## config.mk

```make
export PLATFORM = sky130hd
export DESIGN_NAME = tfdc_ram
export DESIGN_NICKNAME = d
export VERILOG_FILES = /design/src/hw/rtl/tfdc_ram.sv
export SDC_FILE = /design/constraint.sdc
export NUM_CORES = 1
export LEC_CHECK = 0
export BUFFER_PORTS_ARGS = -buffer_cell sky130_fd_sc_hd__buf_2
export CORE_ASPECT_RATIO = 2
export CORE_UTILIZATION = 53
export CTS_CLUSTER_SIZE = 25
export DETAILED_ROUTE_END_ITERATION = 6
export PLACE_DENSITY = 0.67
export SKIP_CTS_REPAIR_TIMING = 1
export SYNTH_ARGS = -nofsm -noshare
export SYNTH_HDL_FRONTEND = slang
export SYNTH_SLANG_ARGS = --single-unit
```

## constraint.sdc

```tcl
create_clock -name clk -period 3 [get_ports clk]
set_input_delay 0 -clock clk [delete_from_list [all_inputs] [get_ports clk]]
set_output_delay 0 -clock clk [all_outputs]
set_load 0.02 [all_outputs]
```

## src/hw/rtl/tfdc_ram.sv

```systemverilog
// Generic single-port-write, single-read RAM with registered read data.
// No dependencies.
module tfdc_ram #(
	parameter int Width = 8,
	parameter int Depth = 128
) (
	input  logic                     clk,
	input  logic                     we,
	input  logic [$clog2(Depth)-1:0] waddr,
	input  logic [Width-1:0]         wdata,
	input  logic [$clog2(Depth)-1:0] raddr,
	output logic [Width-1:0]         rdata
);
	logic [Width-1:0] mem [Depth];

	always_ff @(posedge clk) begin
		if (we) begin
			mem[waddr] <= wdata;
		end
		rdata <= mem[raddr];
	end
endmodule

```

Word-level counts from Yosys, hierarchy flattened
Memory sizes are Yosys's and may differ from the RTL's. A register that Yosys moved wholly into a read port is not among the register bits.
Index checks and enable logic that the tools add are counted.
{"block": "op_classes", "mux": 2}
{"operator": "$mux W1", "n": 2}
{"block": "totals", "ff_bits": 0, "mem_bits_rw": 1024, "inputBits": 24, "output_inout_bits": 8, "memories": 1}
{"name": "mem", "depth": 128, "word_bits": 8, "read_ports": 1, "rd_clocked_by_memory_dff": 1, "wr": 1, "line_no": "14", "rtl": "logic [Width-1:0] mem [Depth];"}

Depth between registers and ports, before layout
{"block": "logic_depth", "depth_word": 2, "depth_mapped": 7, "ltp_nobuf": 4}

Worst setup path after synthesis
Ideal clock, no wire load.
{"block": "synth_timing", "path_kind": "input-to-reg", "startpoint": "input raddr[0]", "endpoint": "register rdata[0], read port of mem", "arrival_time_ns": 2.383, "required_time_ns": 2.879, "slack_ns": 0.496, "path_stages": 6, "path_buffers": 2, "cell_sequence": "clkbuf_1 > buf_1 > mux4_2 > mux4_2 > mux4_2 > mux2_2"}
{"element": "start, declared", "line_no": "11", "rtl": "input logic [$clog2(Depth)-1:0] raddr,"}
{"element": "end, declared", "line_no": "12", "rtl": "output logic [Width-1:0] rdata"}

==> flow_summary_export.csv <==
group,metric,value,unit
synthesis,ys_ff_latch,1032,
worst_setup_path,crit_fanout,1,
global_routing,grt_pass1_vias,18794,
synthesis,syn_nets,1659,
synthesis,synth_compound_area_frac,0,
synthesis,synth-simple-area-share,0.0176,
drt,vias,17935,
pwr,p_leak,0.0140,uW
worst_setup_path,r2r-start,"mem[55][7]$_DFFE_PP_",
synthesis,synth.avg_cell_area,24.3,um2
synthesis,yosys_warnings,0,
sta,setup_viol,0,
sta,hold_slack,-0.0359,ns
drt,viasPerCell,6.35,
pwr,finalPower,28800,uW
placed_design,dpl.cell_count,2666,
status,violations,"hold timing",
placed_design,portBuffers,31,
clock_network,clockBufferDepth,3,
floorplan,core,73900,um2
clock_network,ctsHtreeMaxLevel,3,
finish,finalNetCount,1850,
global_routing,grt-ovfl-total,0,
hold_path,min-delay-start,"wdata[3]",
floorplan,die_h,389,um
finish,syn_to_final_growth,13.3,%
floorplan,dieArea,76000,um2
pwr,netSwitchingFraction,0.206,
floorplan,io_pins,32,
pwr,p_per_area,642,nW/um2
sta,relSlewSlack,0.240,
global_routing,grt_pass1_wl,137,mm
worst_setup_path,cp_common_cell,"mux4_2",
floorplan,initial_utilization,0.537,
worst_setup_path,worst-setup-path-type,"reg -> reg",
hold_path,hp-class,"in -> reg",
clock_network,clk_pin_slew,0.07,ns
drt,highest_layer,"met5",
sta,finalCritPeriodShare,0.814,
sta,drv_slew,0,
worst_setup_path,cpPeakStageDelay,0.63,ns
placed_design,place_congestion,0.854,
clock_network,tritoncts,"done",
drt,wl_per_cell,33.4,um
sta,period_minus_slack,2.44,ns
synthesis,synth_fa_ha_area_frac,0,
clock_network,cts.sinks,1032,
global_routing,grt_max_degree,99,
hold_path,min_path_cells,1,
worst_setup_path,reg2reg_slack,0.56,ns
drt,wl,94.2,mm
drt,drtIter0Drc,1603,
worst_setup_path,crit_path_start_kind,"flop",
sta,setup_tns,0,ns
finish,instances_no_fill,2824,
finish,drive_gt1_frac,0.350,
sta,worstMarginPinSlew,1.14,ns
clock_network,clk_latency,0.64,ns
pwr,p_switching,5940,uW
global_routing,antenna_found_initial,7,
drt,wl_met2,52.8,mm
synthesis,synthMuxAreaShare,0.193,
synthesis,synth_cells,1635,
clock_network,cts_buffers,83,
sta,finalHoldViolCount,17,
pwr,pwr-share-comb,0.055,
sta,maxClockFrequency,409,MHz
global_routing,grt.total_usage,0.260,
sta,rsz0062_at_grt,"no",
synthesis,synth_seq_area_share,0.779,
worst_setup_path,reg2reg_depth,4,
pwr,seqPwrFrac,0.553,
worst_setup_path,critPathArrivalTime,2.97,ns
floorplan,die_w,195,um
synthesis,synth_xor_area_frac,0,
worst_setup_path,r2r-end,"rdata[7]$_DFF_P_",
hold_path,holdPathEnd,"mem[84][3]$_DFFE_PP_",
worst_setup_path,crit_path_end_kind,"flop",
pwr,ir_drop,0.442,mV
pwr,clkPwrFrac,0.392,
pwr,cell_internal_pwr,22900,uW
worst_setup_path,cp_slowest_cell,"mux4_2",
drt,wl_met1,31.4,mm
flow_run,drv_cap,0,
status,status,"finished, violations left",
sta,skew,0.0171,ns
worst_setup_path,path_cells,"mux4_2 > mux4_2 > mux4_2 > mux2_2",
synthesis,synth_top_family_by_area,"multiplexers",
drt,met3_length,4.64,mm
synthesis,syn-cell-area,39700,um2
drt,drc,0,
synthesis,synthDistinctLibCells,17,
worst_setup_path,cp.required,3.53,ns
worst_setup_path,startpoint,"mem[55][7]$_DFFE_PP_",
drt,drtAntennaViolNets,0,
clock_network,clock-root-buffer,"clkbuf_16",
placed_design,dpl.hpwl,63.5,mm
drt,firstDrtPassIters,5,
floorplan,num_rows,141,
## through the flow
| step | hold slack (ns) | utilization | setup WS, ns | area (um2) |
|---|---|---|---|---|
| floorplan | 0.0989 | - | 0.496 | 39700 |
| detailed placement | 0.452 | 0.569 | 0.211 | 42100 |
| global route | 0.00905 | 0.608 | 0.526 | 44900 |
| global placement | 0.455 | 0.569 | 0.236 | 42100 |
| finish | -0.0359 | 0.608 | 0.557 | 44900 |
| CTS | -0.151 | 0.607 | 0.530 | 44900 |
## Yosys cell counts
| cell type | n | area (um2) |
|---|---|---|
| edfxtp_1 | 1024 | 30700 |
| mux4_2 | 336 | 7570 |
| nor2_1 | 122 | 458 |
| clkbuf_1 | 44 | 165 |
| buf_1 | 18 | 67.6 |
| buf_2 | 15 | 75.1 |
| nand2_1 | 14 | 52.6 |
| nand3_1 | 12 | 60.1 |
| buf_4 | 11 | 82.6 |
| nor3_1 | 9 | 45.0 |
| dfxtp_1 | 8 | 160 |
| mux2_2 | 8 | 90.1 |
| nor2b_1 | 7 | 43.8 |
| nand4_1 | 3 | 18.8 |
| nand2b_1 | 2 | 12.5 |
| buf_6 | 1 | 11.3 |
| or3_1 | 1 | 6.26 |
## kinds of logic (layout without fill, tap and decap cells)
group | after synthesis | count (layout)
DFF | 1032 | 1032
muxes | 344 | 344
and+or+nand+nor | 170 | 170
buffers and inverters | 89 | 347
other | 0 | 2
## placed cells by master (no fill, tap or decap), types with 7 or more instances in the layout
master	Yosys	layout
buf_2	15	20
edfxtp_1	1024	1024
nor2_1	122	122
nor2b_1	7	7
dfxtp_1	8	8
bufinv_16	0	12
nand2_1	14	14
mux4_2	336	336
buf_4	11	149
nand3_1	12	12
nor3_1	9	9
clkbuf_1	44	11
clkbuf_16	0	87
clkinv_2	0	20
clkinv_1	0	13
buf_12	0	20
mux2_2	8	8
## state kept, by name, summed over array words and instances (netlist names)
signal and cells:
rdata 8, mem 1024
## power by group through the flow
stage	Clock [uW]	Combinational, uW	Sequential (uW)
floorplan	0	805	16300
global placement	0	1570	16300
detailed placement	0	1600	16300
CTS	11500	1600	15900
global route	11900	1650	15900
finish	11300	1580	15900
## area by class of cell
class / instances / area [um2]
Fill cell: 4934 / 29000
Clock inverter: 54 / 583
Sequential cell: 1032 / 30900
Tap cell: 929 / 1160
Multi-Input combinational cell: 514 / 8350
Timing Repair Buffer: 195 / 1690
Antenna cell: 2 / 5.00
Clock buffer: 98 / 2220
## critical path, delay by kind of cell (launching register included)
| kind | cells | cell delay (ns) |
|---|---|---|
| flops | 1 | 0.37 |
| mux | 4 | 1.97 |
## layer usage
metal | up-vias | track usage
li1 | 7380 | -
met1 | 9719 | 0.294
met2 | 650 | 0.478
met3 | 180 | 0.0332
met4 | 6 | 0.135
met5 | - | 0
## worst max-delay path by stage
stage	endpoint	slack (ns)	cells past startpoint
floorplan	rdata[0]$_DFF_P_	0.50	6
global placement	rdata[0]$_DFF_P_	0.24	7
detailed placement	rdata[0]$_DFF_P_	0.21	7
CTS	rdata[7]$_DFF_P_	0.53	4
global route	rdata[7]$_DFF_P_	0.53	4
finish	rdata[7]$_DFF_P_	0.56	4
No activity file was read; power rests on OpenSTA's default activity.
